[src/rtl/core/accb_pkg.sv]
`default_nettype none
package accb_pkg;

  // line length default and result sizes
  localparam int LINE_CHARS_DEF = 127;
  localparam int MAX_RESULTS    = 27;
  localparam int CNT_W          = $clog2(MAX_RESULTS + 1);

  // stream word widths
  localparam int IN_DATA_W  = 112;
  localparam int OUT_DATA_W = 112;
  localparam int IN_USER_W  = 2;
  localparam int OUT_USER_W = 4;

  typedef logic [7:0] char_t;

  // input kinds
  typedef enum logic [1:0] {
    MODE_HOST  = 2'd0,
    MODE_FRAME = 2'd1,
    MODE_DISC  = 2'd2,
    MODE_NONE  = 2'd3
  } mode_t;

  // bus actions
  typedef enum logic [2:0] {
    ACT_NONE  = 3'd0,
    ACT_RATE  = 3'd1,
    ACT_START = 3'd2,
    ACT_STOP  = 3'd3,
    ACT_TX    = 3'd4
  } action_t;

  // bitrate codes
  localparam logic [1:0] RATE_10K  = 2'd0;
  localparam logic [1:0] RATE_125K = 2'd1;
  localparam logic [1:0] RATE_500K = 2'd2;
  localparam logic [1:0] RATE_1M   = 2'd3;

  // characters of the text protocol
  localparam char_t CHR_NUL   = 8'h00;
  localparam char_t CHR_CR    = 8'h0D;
  localparam char_t CHR_ZERO  = 8'h30;
  localparam char_t CHR_ONE   = 8'h31;
  localparam char_t CHR_THREE = 8'h33;
  localparam char_t CHR_FOUR  = 8'h34;
  localparam char_t CHR_EIGHT = 8'h38;
  localparam char_t CHR_C     = 8'h43;
  localparam char_t CHR_O     = 8'h4F;
  localparam char_t CHR_S     = 8'h53;
  localparam char_t CHR_BIG_T = 8'h54;
  localparam char_t CHR_V     = 8'h56;
  localparam char_t CHR_SML_T = 8'h74;

  // hex digit value of a character, zero for anything else
  function automatic logic [3:0] hex_value(input char_t c);
    logic [3:0] v;
    v = 4'd0;
    if (c >= 8'h30 && c <= 8'h39) v = c[3:0];
    else if ((c >= 8'h41 && c <= 8'h46) || (c >= 8'h61 && c <= 8'h66)) v = c[3:0] + 4'd9;
    return v;
  endfunction

  // upper-case hex character of a nibble
  function automatic char_t hex_char(input logic [3:0] n);
    char_t c;
    if (n < 4'd10) c = CHR_ZERO + {4'd0, n};
    else c = 8'h37 + {4'd0, n};
    return c;
  endfunction

endpackage
`default_nettype wire

[src/rtl/core/ascii_can_command_bridge_unit.sv]
// ascii can command bridge
// input channel (in_*): one word per host text byte, received bus frame or
// host disconnect, selected by in_tuser. host lines end at carriage return
// and are decoded when it arrives; received frames become t/T text while the
// bus is open.
// result channel (out_*): one word per reply character or bus action, with
// out_tlast on the final word caused by an input word.
// the first result word passes through the pending-text register and then
// the output register. an input word that causes n results puts n words on
// the result channel (one word per cycle from the output register while the
// receiver takes them, up to 27 for a received frame); an input word with no
// result loads no text, so such words can follow back to back.
// the next input word is taken while the last result of the previous one
// moves into the output register, so results follow each other with no gap.
// when the receiver stalls, the output register holds its word and the
// pending text waits; input is held off only while text is still pending.
// reset (rst_n low, synchronous) clears the line buffer, the bitrate and
// bus-open flags and drops any pending text.
`default_nettype none
module ascii_can_command_bridge_unit
  import accb_pkg::*;
#(
  parameter int LINE_CHARS = LINE_CHARS_DEF
) (
  input  wire logic                  clk,
  input  wire logic                  rst_n,
  input  wire logic                  in_tvalid,
  output logic                       in_tready,
  // host_byte[7:0], rx_id[36:8], rx_extended[37], rx_length[41:38],
  // rx_payload[105:42], zero[111:106]
  input  wire logic [IN_DATA_W-1:0]  in_tdata,
  // mode[1:0]
  input  wire logic [IN_USER_W-1:0]  in_tuser,
  output logic                       out_tvalid,
  input  wire logic                  out_tready,
  // reply_byte[7:0], bitrate_code[9:8], tx_id[38:10], tx_extended[39],
  // tx_length[43:40], tx_payload[107:44], zero[111:108]
  output logic [OUT_DATA_W-1:0]      out_tdata,
  // reply_valid[0], action[3:1]
  output logic [OUT_USER_W-1:0]      out_tuser,
  output logic                       out_tlast
);

  localparam int POS_W = $clog2(LINE_CHARS + 1);

  // line state
  logic [POS_W-1:0] line_pos_r, line_pos_nxt;
  char_t            cmd_r, cmd_nxt;
  char_t            rate_chr_r, rate_chr_nxt;
  logic [31:0]      id_nib_r, id_nib_nxt;
  logic [3:0]       len_nib_r, len_nib_nxt;
  logic [63:0]      pay_nib_r, pay_nib_nxt;
  logic             drv_ready_r, drv_ready_nxt;
  logic             bus_open_r, bus_open_nxt;

  // pending text
  logic             job_valid_r, job_valid_nxt;
  logic [CNT_W-1:0] job_rem_r, job_rem_nxt;
  char_t            txt_r [MAX_RESULTS];
  char_t            txt_nxt [MAX_RESULTS];
  logic             job_rv_r;
  action_t          job_act_r;
  logic [1:0]       job_rate_r;
  logic [28:0]      job_id_r;
  logic             job_ext_r;
  logic [3:0]       job_len_r;
  logic [63:0]      job_pay_r;

  // output register
  logic                  out_valid_r;
  logic [OUT_DATA_W-1:0] out_data_r;
  logic [OUT_USER_W-1:0] out_user_r;
  logic                  out_last_r;

  // decode of the incoming word
  logic             ld;
  logic [CNT_W-1:0] ld_cnt;
  char_t            ld_txt [MAX_RESULTS];
  logic             ld_rv;
  action_t          ld_act;
  logic [1:0]       ld_rate;
  logic [28:0]      ld_id;
  logic             ld_ext;
  logic [3:0]       ld_len;
  logic [63:0]      ld_pay;

  logic  out_adv, job_adv, in_acc;
  mode_t in_mode;
  char_t in_byte;
  logic [28:0] in_rx_id;
  logic        in_rx_ext;
  logic [3:0]  in_rx_len;
  logic [63:0] in_rx_pay;

  assign in_mode   = mode_t'(in_tuser[1:0]);
  assign in_byte   = in_tdata[7:0];
  assign in_rx_id  = in_tdata[36:8];
  assign in_rx_ext = in_tdata[37];
  assign in_rx_len = in_tdata[41:38];
  assign in_rx_pay = in_tdata[105:42];

  // handshake: input waits only while more than the moving word is pending
  assign out_adv   = !out_valid_r || out_tready;
  assign job_adv   = job_valid_r && out_adv;
  assign in_tready = !job_valid_r || (job_adv && (job_rem_r == CNT_W'(1)));
  assign in_acc    = in_tvalid && in_tready;

  // decode: state update and result text for one word
  always_comb begin
    logic [3:0]  hv;
    logic [3:0]  id_len;
    logic [3:0]  cap_len;
    logic [31:0] id32;
    logic [4:0]  end_pos;
    logic [28:0] std_id;
    line_pos_nxt  = line_pos_r;
    cmd_nxt       = cmd_r;
    rate_chr_nxt  = rate_chr_r;
    id_nib_nxt    = id_nib_r;
    len_nib_nxt   = len_nib_r;
    pay_nib_nxt   = pay_nib_r;
    drv_ready_nxt = drv_ready_r;
    bus_open_nxt  = bus_open_r;
    ld      = 1'b0;
    ld_cnt  = CNT_W'(1);
    ld_rv   = 1'b1;
    ld_act  = ACT_NONE;
    ld_rate = RATE_10K;
    ld_id   = '0;
    ld_ext  = 1'b0;
    ld_len  = 4'd0;
    ld_pay  = '0;
    for (int j = 0; j < MAX_RESULTS; j++) ld_txt[j] = CHR_CR;
    hv      = hex_value(in_byte);
    id_len  = (cmd_r == CHR_BIG_T) ? 4'd8 : 4'd3;
    cap_len = (in_rx_len > 4'd8) ? 4'd8 : in_rx_len;
    id32    = in_rx_ext ? {3'd0, in_rx_id} : {21'd0, in_rx_id[10:0]};
    end_pos = 5'd0;
    std_id  = {18'd0, id_nib_r[30:20]};

    unique case (in_mode)
      MODE_HOST: begin
        if (in_byte != CHR_CR) begin
          // store one character by position
          if (line_pos_r < POS_W'(LINE_CHARS)) begin
            if (line_pos_r == POS_W'(0)) cmd_nxt = in_byte;
            if (line_pos_r == POS_W'(1)) rate_chr_nxt = in_byte;
            for (int q = 1; q <= 8; q++) begin
              if (line_pos_r == POS_W'(q)) id_nib_nxt[4*(8-q) +: 4] = hv;
            end
            if (line_pos_r == POS_W'(id_len + 4'd1)) len_nib_nxt = hv;
            for (int k = 0; k < 16; k++) begin
              if (line_pos_r == POS_W'({4'd0, id_len} + 8'd2 + 8'(k)))
                pay_nib_nxt[4*(15-k) +: 4] = hv;
            end
            line_pos_nxt = line_pos_r + POS_W'(1);
          end
        end else begin
          // end of line: run the command
          unique case (cmd_r) inside
            CHR_S: begin
              ld            = 1'b1;
              ld_act        = ACT_RATE;
              drv_ready_nxt = 1'b1;
              unique case (rate_chr_r)
                CHR_ZERO:  ld_rate = RATE_10K;
                CHR_FOUR:  ld_rate = RATE_125K;
                CHR_EIGHT: ld_rate = RATE_1M;
                default:   ld_rate = RATE_500K;
              endcase
            end
            CHR_O: begin
              ld = 1'b1;
              if (drv_ready_r) begin
                bus_open_nxt = 1'b1;
                ld_act       = ACT_START;
              end
            end
            CHR_C: begin
              ld           = 1'b1;
              ld_act       = bus_open_r ? ACT_STOP : ACT_NONE;
              bus_open_nxt = 1'b0;
            end
            CHR_SML_T, CHR_BIG_T: begin
              if (bus_open_r) begin
                ld      = 1'b1;
                ld_act  = ACT_TX;
                ld_ext  = (cmd_r == CHR_BIG_T);
                ld_id   = ld_ext ? id_nib_r[28:0] : std_id;
                ld_len  = (len_nib_r > 4'd8) ? 4'd8 : len_nib_r;
                for (int b = 0; b < 8; b++) begin
                  ld_pay[63-8*b -: 8] = (4'(b) < ld_len) ? pay_nib_r[63-8*b -: 8] : 8'd0;
                end
              end
            end
            CHR_V: begin
              ld        = 1'b1;
              ld_cnt    = CNT_W'(6);
              ld_txt[0] = CHR_V;
              ld_txt[1] = CHR_ONE;
              ld_txt[2] = CHR_ZERO;
              ld_txt[3] = CHR_ONE;
              ld_txt[4] = CHR_THREE;
              ld_txt[5] = CHR_CR;
            end
            default: ld = 1'b0;
          endcase
          line_pos_nxt = '0;
          cmd_nxt      = CHR_NUL;
          rate_chr_nxt = CHR_NUL;
          id_nib_nxt   = '0;
          len_nib_nxt  = '0;
          pay_nib_nxt  = '0;
        end
      end
      MODE_FRAME: begin
        // received frame as t/T text
        if (bus_open_r) begin
          ld        = 1'b1;
          ld_txt[0] = in_rx_ext ? CHR_BIG_T : CHR_SML_T;
          if (in_rx_ext) begin
            for (int q = 0; q < 8; q++) ld_txt[1+q] = hex_char(id32[4*(7-q) +: 4]);
            ld_txt[9] = CHR_ZERO + {4'd0, cap_len};
            for (int m = 0; m < 16; m++) ld_txt[10+m] = hex_char(in_rx_pay[60-4*m +: 4]);
            end_pos = 5'd10 + {cap_len, 1'b0};
          end else begin
            for (int q = 0; q < 3; q++) ld_txt[1+q] = hex_char(id32[4*(2-q) +: 4]);
            ld_txt[4] = CHR_ZERO + {4'd0, cap_len};
            for (int m = 0; m < 16; m++) ld_txt[5+m] = hex_char(in_rx_pay[60-4*m +: 4]);
            end_pos = 5'd5 + {cap_len, 1'b0};
          end
          for (int j = 0; j < MAX_RESULTS; j++) begin
            if (end_pos == 5'(j)) ld_txt[j] = CHR_CR;
          end
          ld_cnt = CNT_W'(end_pos) + CNT_W'(1);
        end
      end
      MODE_DISC: begin
        // host gone: close the bus and drop the line
        if (bus_open_r) begin
          ld        = 1'b1;
          ld_rv     = 1'b0;
          ld_act    = ACT_STOP;
          ld_txt[0] = CHR_NUL;
        end
        bus_open_nxt = 1'b0;
        line_pos_nxt = '0;
        cmd_nxt      = CHR_NUL;
        rate_chr_nxt = CHR_NUL;
        id_nib_nxt   = '0;
        len_nib_nxt  = '0;
        pay_nib_nxt  = '0;
      end
      default: ld = 1'b0;
    endcase
  end

  // pending text: load on a new word, else shift one character out
  always_comb begin
    job_valid_nxt = job_valid_r;
    job_rem_nxt   = job_rem_r;
    for (int j = 0; j < MAX_RESULTS; j++) txt_nxt[j] = txt_r[j];
    if (in_acc && ld) begin
      job_valid_nxt = 1'b1;
      job_rem_nxt   = ld_cnt;
      for (int j = 0; j < MAX_RESULTS; j++) txt_nxt[j] = ld_txt[j];
    end else if (job_adv) begin
      job_valid_nxt = (job_rem_r != CNT_W'(1));
      job_rem_nxt   = job_rem_r - CNT_W'(1);
      for (int j = 0; j < MAX_RESULTS - 1; j++) txt_nxt[j] = txt_r[j+1];
      txt_nxt[MAX_RESULTS-1] = CHR_CR;
    end
  end

  // control and line state registers
  always_ff @(posedge clk) begin
    if (!rst_n) begin
      line_pos_r  <= '0;
      cmd_r       <= CHR_NUL;
      rate_chr_r  <= CHR_NUL;
      id_nib_r    <= '0;
      len_nib_r   <= '0;
      pay_nib_r   <= '0;
      drv_ready_r <= 1'b0;
      bus_open_r  <= 1'b0;
      job_valid_r <= 1'b0;
      out_valid_r <= 1'b0;
    end else begin
      if (in_acc) begin
        line_pos_r  <= line_pos_nxt;
        cmd_r       <= cmd_nxt;
        rate_chr_r  <= rate_chr_nxt;
        id_nib_r    <= id_nib_nxt;
        len_nib_r   <= len_nib_nxt;
        pay_nib_r   <= pay_nib_nxt;
        drv_ready_r <= drv_ready_nxt;
        bus_open_r  <= bus_open_nxt;
      end
      job_valid_r <= job_valid_nxt;
      if (out_adv) out_valid_r <= job_valid_r;
    end
  end

  // pending text payload
  always_ff @(posedge clk) begin
    job_rem_r <= job_rem_nxt;
    for (int j = 0; j < MAX_RESULTS; j++) txt_r[j] <= txt_nxt[j];
    if (in_acc && ld) begin
      job_rv_r   <= ld_rv;
      job_act_r  <= ld_act;
      job_rate_r <= ld_rate;
      job_id_r   <= ld_id;
      job_ext_r  <= ld_ext;
      job_len_r  <= ld_len;
      job_pay_r  <= ld_pay;
    end
  end

  // output register
  always_ff @(posedge clk) begin
    if (job_adv) begin
      out_data_r <= {4'd0, job_pay_r, job_len_r, job_ext_r, job_id_r, job_rate_r, txt_r[0]};
      out_user_r <= {job_act_r, job_rv_r};
      out_last_r <= (job_rem_r == CNT_W'(1));
    end
  end

  assign out_tvalid = out_valid_r;
  assign out_tdata  = out_data_r;
  assign out_tuser  = out_user_r;
  assign out_tlast  = out_last_r;

endmodule
`default_nettype wire
[config.mk]
export PLATFORM = sky130hd
export DESIGN_NAME = ascii_can_command_bridge_unit
export DESIGN_NICKNAME = d
export VERILOG_FILES = /design/src/rtl/core/accb_pkg.sv /design/src/rtl/core/ascii_can_command_bridge_unit.sv
export SDC_FILE = /design/constraint.sdc
export NUM_CORES = 1
export LEC_CHECK = 0
export BUFFER_PORTS_ARGS = -buffer_cell sky130_fd_sc_hd__buf_2
export CORE_MARGIN = 2
export CORE_UTILIZATION = 54
export CTS_CLUSTER_DIAMETER = 120
export CTS_CLUSTER_SIZE = 20
export DETAILED_ROUTE_END_ITERATION = 12
export PLACE_DENSITY = 0.77
export SETUP_SLACK_MARGIN = 0.02
export SYNTH_ARGS = -nofsm -noshare
export SYNTH_HDL_FRONTEND = slang
export SYNTH_SLANG_ARGS = --single-unit
[constraint.sdc]
create_clock -name clk -period 9.9 [get_ports clk]
set_input_delay 0 -clock clk [delete_from_list [all_inputs] [get_ports clk]]
set_output_delay 0 -clock clk [all_outputs]
set_load 0.03 [all_outputs]
==> flow_summary.yaml, run 1 <==
cells_and_area:
  finalNonFillerCells: 3113
  flow.area_growth_from_synthesis_pct: 12.0
  final_layout_size_suffix_gt1_share_pct: 13.3
  design.final.nets: 2650
  final_design_area_no_fill_um2: 27900
setup_path:
  timing.rr.end: "txt_r[0][12]"
  r2r_start: "job_rem_r[1]"
  worst_setup_path_endpoint: "txt_r[0][12]"
  critPathCaptureType: "flop"
  worst-path-buf-inv: 3
  crit_family: "buffers and inverters"
  crit_cells: 10
  worst_r2r_path_depth: 10
  critical_path.max_stage_delay_ps: 970
  path_cells: "inv_1 > ha_1 > or4b_4 > o21ai_2 > nand2_1 > a2111o_2 > inv_6 > buf_4 > o21ai_0 > o22a_1"
  type_of_element_launching_the_critical_path: "flop"
  r2r_setup_slack_ps: 4770
  timing.critical_path.required_ps: 10270
  worst-path-max-fanout: 115
  timing.setup.critical_path_class: "reg -> reg"
  critPathSlowestCell: "sky130_fd_sc_hd__buf_4"
  worst-endpoint-arrival_ps: 5500
  startpoint: "job_rem_r[1]"
sta:
  drv_slew: 0
  max_freq_ghz: 0.195
  final-setup-viol-count: 0
  worstMarginPinSlew_ps: 1220
  final_min_period_over_clock_period_pct: 51.8
  post-route-min-period_ps: 5130
  setup_repair_after_global_routing_missed_its_margin: "no"
  skew_ps: 19.8
  setup_total_negative_slack_ps: 0
  slew_headroom_pct: 17.9
  worst_slack_ps: 4770
  hold_viol: 0
yosys:
  ys_seq_area_share_pct: 58.8
  synth_top_cells_by_count: "403 x sky130_fd_sc_hd__edfxtp_1, 394 x sky130_fd_sc_hd__nand2_1, 146 x sky130_fd_sc_hd__nor2_1"
  netlist_top_cells_area: "sky130_fd_sc_hd__edfxtp_1 49%, sky130_fd_sc_hd__dfxtp_1 10%, sky130_fd_sc_hd__nand2_1 5.9%"
  synthMostInstantiatedCell: "sky130_fd_sc_hd__edfxtp_1"
  synth_warn: 0
  postSynthAreaPerCell_um2: 11.0
  synth_area_um2: 24900
  yosys_register_bits: 529
  synth_top_flop_cell: "sky130_fd_sc_hd__edfxtp_1"
  synth_top_cell_area_share_pct: 48.6
  synthCells: 2270
  post-synth-top-area-cell: "sky130_fd_sc_hd__edfxtp_1"
  synth-edff-count: 403
  yosysUniqueCellTypes: 90
  synth_async_sr_flop_share_pct: 0
place:
  dp_hpwl_um: 41100
  place_ws_ps: 4760
  buffers_on_ports: 225
  placed_inst_area_um2: 26400
  dp.cells: 2993
  gpl.final_weighted_congestion: 0.914
cts:
  tritoncts: "built"
  cts.clk_slew.worst_paths_ps: 90
  clock_tree.root_cell: "sky130_fd_sc_hd__clkbuf_16"
  cts_max_level: 1
  tritoncts.num_buffers: 30
  cts_resized: 0
  postCtsSetupBuffers: 0
  clockBufferDepth: 3
  cts-hold-fix-buffers: 64
  cts.sink_count: 529
  worstSkewPairLatency_ps: 610
drt:
  drt_first_iter_violations: 1692
  ant_nets: 0
  viasPerCell: 5.77
  dr_total_vias: 18000
  first_pass_iters: 6
  route.final.wire_length_um: 59400
  wl_per_cell_um: 19.1
  remaining_drc_errors: 0
global_route:
  grt_pass1_vias: 16900
  grt_first_pass_wirelength_um: 92300
  globalRoute.totalOverflow: 0
  grt_antenna_before_repair: 1
  grt_max_degree: 125
  track_usage_pct: 24.5
die:
  design.core.area_um2: 45500
  fp.dieArea_um2: 47800
  fp.dieH_um: 219
  fp-row-count: 78
  initial_core_util_pct: 54.7
  fp.dieW_um: 219
  io_pins: 237
pwr:
  power.ir.vdd_worst_mv: 0.180
  report.power.total_w: 0.00398
  cellPowerDensity_nw_per_um2: 143
  static-leakage-power_nw: 10.3
min_path:
  hold_path_class: "in -> reg"
job:
  max_cap_viol_count: 0
run_status:
  run_status: "finished clean"
[flip-flops by register name (all words and copies together), names as in the netlist, 2 cells and up]
signal,count
out_tuser,4
job_pay_r,64
out_tdata,107
txt_r,182
rate_chr_r,8
line_pos_r,7
pay_nib_r,64
job_rem_r,5
job_rate_r,2
len_nib_r,4
job_id_r,29
job_len_r,4
id_nib_r,31
job_act_r,3
cmd_r,8
[power breakdown]
part / switching, W / internal (W)
sequential: 0.00000816 / 0.00236
clock: 0.000704 / 0.000577
combinational: 0.000209 / 0.000123
total: 0.000921 / 0.00306
[logic make-up (layout without fill, tap and decap cells)]
logic type	after synthesis	after routing	share of synthesized area, %
buffers and inverters	193	431	3.26
XOR/XNOR	40	40	1.41
other	1	6	0.0151
adder cells (fa/ha/maj)	43	43	2.16
AO/OA/AOI/OAI	476	476	12.6
AND/OR/NAND/NOR	844	844	15.9
multiplexers	144	144	5.84
flip-flops	529	529	58.8
[layer usage]
metal / GRT usage (%) / vias to the layer above / wire (um)
met5: 0 / - / 0
met2: 41.6 / 720 / 29100
met3: 2.78 / 103 / 4290
li1: - / 8555 / -
met1: 33.2 / 8583 / 24400
met4: 7.32 / 0 / 1570
[area by class of cell]
| cell class | instances | area, um^2 |
|---|---|---|
| inverters | 74 | 284 |
| diodes | 1 | 2.50 |
| flip-flops and latches | 529 | 14600 |
| well taps | 600 | 751 |
| repair buffers | 302 | 1870 |
| multi-input cells | 1552 | 9490 |
| clock buffers | 53 | 837 |
| clock inverters | 2 | 32.5 |
| fillers | 3651 | 17600 |
[tightest hold or removal path, stage by stage]
cell and delay [ps]:
sky130_fd_sc_hd__buf_2 130, sky130_fd_sc_hd__a21oi_1 70, sky130_fd_sc_hd__a21oi_1 100, sky130_fd_sc_hd__o21ai_0 110, sky130_fd_sc_hd__nand2_1 90
[stage by stage]
stage | util (%) | hold slack [ps]
after floorplan | - | 151
after global placement | 58.0 | 341
after detailed placement | 58.0 | 370
after CTS | 61.3 | 3.71
after global routing | 61.3 | 33.5
final | 61.3 | 15.6
[cell usage in the layout, fill, tap and decap left out, types with 10 or more instances in the layout]
cell                              n
sky130_fd_sc_hd__inv_1           72
sky130_fd_sc_hd__dfxtp_1        126
sky130_fd_sc_hd__o21ai_1         21
sky130_fd_sc_hd__clkbuf_1        23
sky130_fd_sc_hd__a21oi_1        115
sky130_fd_sc_hd__nor2b_1         69
sky130_fd_sc_hd__a21boi_0        31
sky130_fd_sc_hd__nand2_1        394
sky130_fd_sc_hd__nor2_1         146
sky130_fd_sc_hd__buf_2          224
sky130_fd_sc_hd__buf_4           14
sky130_fd_sc_hd__clkbuf_16       30
sky130_fd_sc_hd__dlygate4sd3_1   64
sky130_fd_sc_hd__nand3_1         38
sky130_fd_sc_hd__a31oi_1         23
sky130_fd_sc_hd__a31o_2          10
sky130_fd_sc_hd__nand2b_1        13
sky130_fd_sc_hd__ha_1            43
sky130_fd_sc_hd__o21ai_0        102
sky130_fd_sc_hd__a211oi_1        10
sky130_fd_sc_hd__mux2_2          10
sky130_fd_sc_hd__o31ai_1         61
sky130_fd_sc_hd__edfxtp_1       403
sky130_fd_sc_hd__and2_1          90
sky130_fd_sc_hd__nor3_1          23
sky130_fd_sc_hd__xnor2_1         35
sky130_fd_sc_hd__mux2i_1        134
[worst min path at each step]
stage	from	end	slack, ps	cells past startpoint
after floorplan	in_tdata[0]	cmd_r[0]	150	2
after global placement	in_tdata[3]	rate_chr_r[3]	340	3
after detailed placement	in_tdata[1]	cmd_r[1]	370	3
after CTS	in_tdata[93]	txt_r[0][67]	4	5
after global routing	in_tdata[70]	txt_r[0][104]	30	5
final	in_tdata[93]	txt_r[0][67]	20	5
Power figures use the tool's default switching activity.
==> run 2, diff against run 1 <==
ABC_AREA = 1   (was default)
CORE_UTILIZATION = 55   (was 54)
PLACE_DENSITY = 0.75   (was 0.77)
clock period = 5.25 ns   (was 9.9 ns; I/O delays follow)
==> run 2 against run 1 <==
  * Core utilization grew 0.21 points
  * Total power grew 100%
  * Clock skew grew 1.7 ps
  * Critical path type unchanged
  * Critical endpoint is now job_pay_r[43]
  * Highest routed layer unchanged
==> flow_summary.yaml, run 2 <==
die:
  io_pins: 237
  initial_core_util_pct: 55.4
  fp.dieW_um: 220
  design.core.area_um2: 46300
  fp.dieArea_um2: 48300
  fp.dieH_um: 220
  fp-row-count: 79
cells_and_area:
  largest_register_ffs: 182
  final_util_pct: 61.5
  top_register_by_number_of_flip_flops: "txt_r"
  design.final.nets: 3305
  flow.area_growth_from_synthesis_pct: 11.1
  most_frequent_cells_in_the_layout: "823 x sky130_fd_sc_hd__nand2_1, 403 x sky130_fd_sc_hd__edfxtp_1, 355 x sky130_fd_sc_hd__nor2_1, 320 x sky130_fd_sc_hd__inv_1, 233 x sky130_fd_sc_hd__o21ai_0"
  final_layout_size_suffix_gt1_share_pct: 10.2
  layout_commonest_cell: "sky130_fd_sc_hd__nand2_1"
  antenna-diode-count: 0
drt:
  route.final.wire_length_um: 65800
  drt_first_iter_violations: 1958
  dr_total_vias: 20700
  wl_per_cell_um: 17.4
  first_pass_iters: 5
  ant_nets: 0
  viasPerCell: 5.49
  remaining_drc_errors: 0
sta:
  post-route-min-period_ps: 3480
  worstMarginPinSlew_ps: 1060
  final_min_period_over_clock_period_pct: 66.2
  hold_viol: 0
  slew_headroom_pct: 29.6
  setup_repair_after_global_routing_missed_its_margin: "no"
  final-setup-viol-count: 0
  setup_total_negative_slack_ps: 0
  max_freq_ghz: 0.288
  skew_ps: 21.5
  drv_slew: 0
run_status:
  run_status: "finished clean"
global_route:
  grt_first_pass_wirelength_um: 102000
  grt_antenna_before_repair: 0
  grt_max_degree: 105
  grt_pass1_vias: 19500
  globalRoute.totalOverflow: 0
  track_usage_pct: 26.9
setup_path:
  critical_path.max_stage_delay_ps: 780
  type_of_element_launching_the_critical_path: "flop"
  crit_family: "buffers and inverters"
  critPathCaptureType: "flop"
  path_cells: "inv_1 > ha_1 > inv_1 > nor2_1 > nand3_1 > nand2_1 > nand2_1 > nor2_2 > nand2_8 > inv_6 > buf_12"
  timing.critical_path.required_ps: 5500
  critPathSlowestCell: "sky130_fd_sc_hd__inv_6"
  worst-path-buf-inv: 4
  worst-endpoint-arrival_ps: 3730
  timing.setup.critical_path_class: "reg -> reg"
  worst-path-max-fanout: 104
yosys:
  synth_async_sr_flop_share_pct: 0
  yosysUniqueCellTypes: 47
  synth_top_cells_by_count: "824 x sky130_fd_sc_hd__nand2_1, 403 x sky130_fd_sc_hd__edfxtp_1, 356 x sky130_fd_sc_hd__nor2_1"
  synth_area_um2: 25600
  post-synth-top-area-cell: "sky130_fd_sc_hd__edfxtp_1"
  ys_seq_area_share_pct: 57.1
  synth_top_cell_area_share_pct: 47.3
  synthMostInstantiatedCell: "sky130_fd_sc_hd__nand2_1"
  netlist_top_cells_area: "sky130_fd_sc_hd__edfxtp_1 47%, sky130_fd_sc_hd__nand2_1 12%, sky130_fd_sc_hd__dfxtp_1 9.8%"
  postSynthAreaPerCell_um2: 8.70
  synth_top_flop_cell: "sky130_fd_sc_hd__edfxtp_1"
  synthCells: 2945
  yosys_register_bits: 529
  synth-edff-count: 403
  synth_warn: 0
cts:
  worstSkewPairLatency_ps: 610
  tritoncts.num_buffers: 30
  tritoncts: "built"
  cts_resized: 0
  cts.clk_slew.worst_paths_ps: 90
  clockBufferDepth: 3
  cts.sink_count: 529
  cts_max_level: 1
  clock_tree.root_cell: "sky130_fd_sc_hd__clkbuf_16"
place:
  gpl.final_weighted_congestion: 0.927
  dp_hpwl_um: 45800
  buffers_on_ports: 225
pwr:
  seqPwrFrac_pct: 58.2
  p_clk_share_pct: 30.5
  power.share.switching_pct: 25.2
  cellPowerDensity_nw_per_um2: 280
  p_comb_share_pct: 11.2
  power.ir.vdd_worst_mv: 0.267
  internal_power_consumption_w: 0.00596
  static-leakage-power_nw: 11.7
  power.net_switching_w: 0.00201
min_path:
  hold_path_class: "in -> reg"
job:
  max_cap_viol_count: 0
-- run 2: path summary, 6_finish.rpt --
check          startpoint             to  slack [ps]  depth (start not counted)
max          job_rem_r[1]  job_pay_r[43]        1770                         11
min          in_tdata[33]   txt_r[0][17]          30                          5
min reg2reg  job_len_r[1]  out_tdata[41]         420                          0
max reg2reg  job_rem_r[1]  job_pay_r[43]        1770                         11
-- run 2: worst register-to-register path, cell delays in order, from the launching register on --
cell and delay [ps]:
sky130_fd_sc_hd__edfxtp_1 390, sky130_fd_sc_hd__inv_1 90, sky130_fd_sc_hd__ha_1 140, sky130_fd_sc_hd__inv_1 50
sky130_fd_sc_hd__nor2_1 80, sky130_fd_sc_hd__nand3_1 80, sky130_fd_sc_hd__nand2_1 160, sky130_fd_sc_hd__nand2_1 110
sky130_fd_sc_hd__nor2_2 300, sky130_fd_sc_hd__nand2_8 410, sky130_fd_sc_hd__inv_6 780, sky130_fd_sc_hd__buf_12 440
-- run 2: cells by family (layout without fill, tap and decap cells) --
kind of cell / Yosys count / after routing / share of synthesized area, %
other: 1 / 5 / 0.0146
xor gates and xnor gates: 26 / 26 / 0.889
AOI/OAI and AO/OA: 427 / 427 / 8.95
DFF: 529 / 529 / 57.1
and+or+nand+nor: 1439 / 1439 / 23.0
buffers and inverters: 461 / 680 / 7.24
muxes: 19 / 19 / 0.743
adders and majority gates: 43 / 43 / 2.10
-- run 2: area by class of cell --
class | instances | area (um^2)
Clock buffer | 54 | 841
Clock inverter | 2 | 32.5
Fill cell | 4007 | 17800
Inverter | 333 | 1260
Multi-Input combinational cell | 1959 | 9180
Sequential cell | 529 | 14600
Tap cell | 607 | 759
Timing Repair Buffer | 291 | 1770
-- run 2: power groups by stage --
stage | clock network, W | registers, W | logic (W)
CTS | 0.00247 | 0.00464 | 0.000881
finish | 0.00243 | 0.00464 | 0.000894
floorplan | 0 | 0.00474 | 0.000568
global placement | 0 | 0.00473 | 0.000825
global route | 0.00260 | 0.00465 | 0.000995
detailed placement | 0 | 0.00474 | 0.000848
-- run 2: per-stage QoR --
| step | worst slack [ps] | cells | hold slack (ps) | area (um^2) | power [W] |
|---|---|---|---|---|---|
| 2_1_floorplan | 764 | 2949 | 160 | 25600 | 0.00531 |
| 6_report | 1770 | 3775 | 27.5 | 28500 | 0.00797 |
| 4_1_cts | 1750 | 3775 | 1.75 | 28500 | 0.00800 |
| 3_3_place_gp | 1830 | 3671 | 294 | 27100 | 0.00556 |
| 3_5_place_dp | 1740 | 3671 | 302 | 27100 | 0.00559 |
| 5_1_grt | 1480 | 3775 | 55.2 | 28500 | 0.00825 |
-- run 2: per-layer routing --
metal	vias to the layer above	share of wire [%]	GRT usage [%]	wire, um
met5	-	0	0	0
met4	0	3.2	9.04	2130
met3	133	7.1	3.00	4690
met2	884	48	46.0	31700
met1	9630	41	35.7	27300
li1	10100	-	-	-
-- run 2: repair_timing --
| item | in CTS | in global routing |
|---|---|---|
| hold buffers | 48 | 0 |
| setup buffers | 0 | 0 |
| hold endpoints to repair | 71 | 0 |
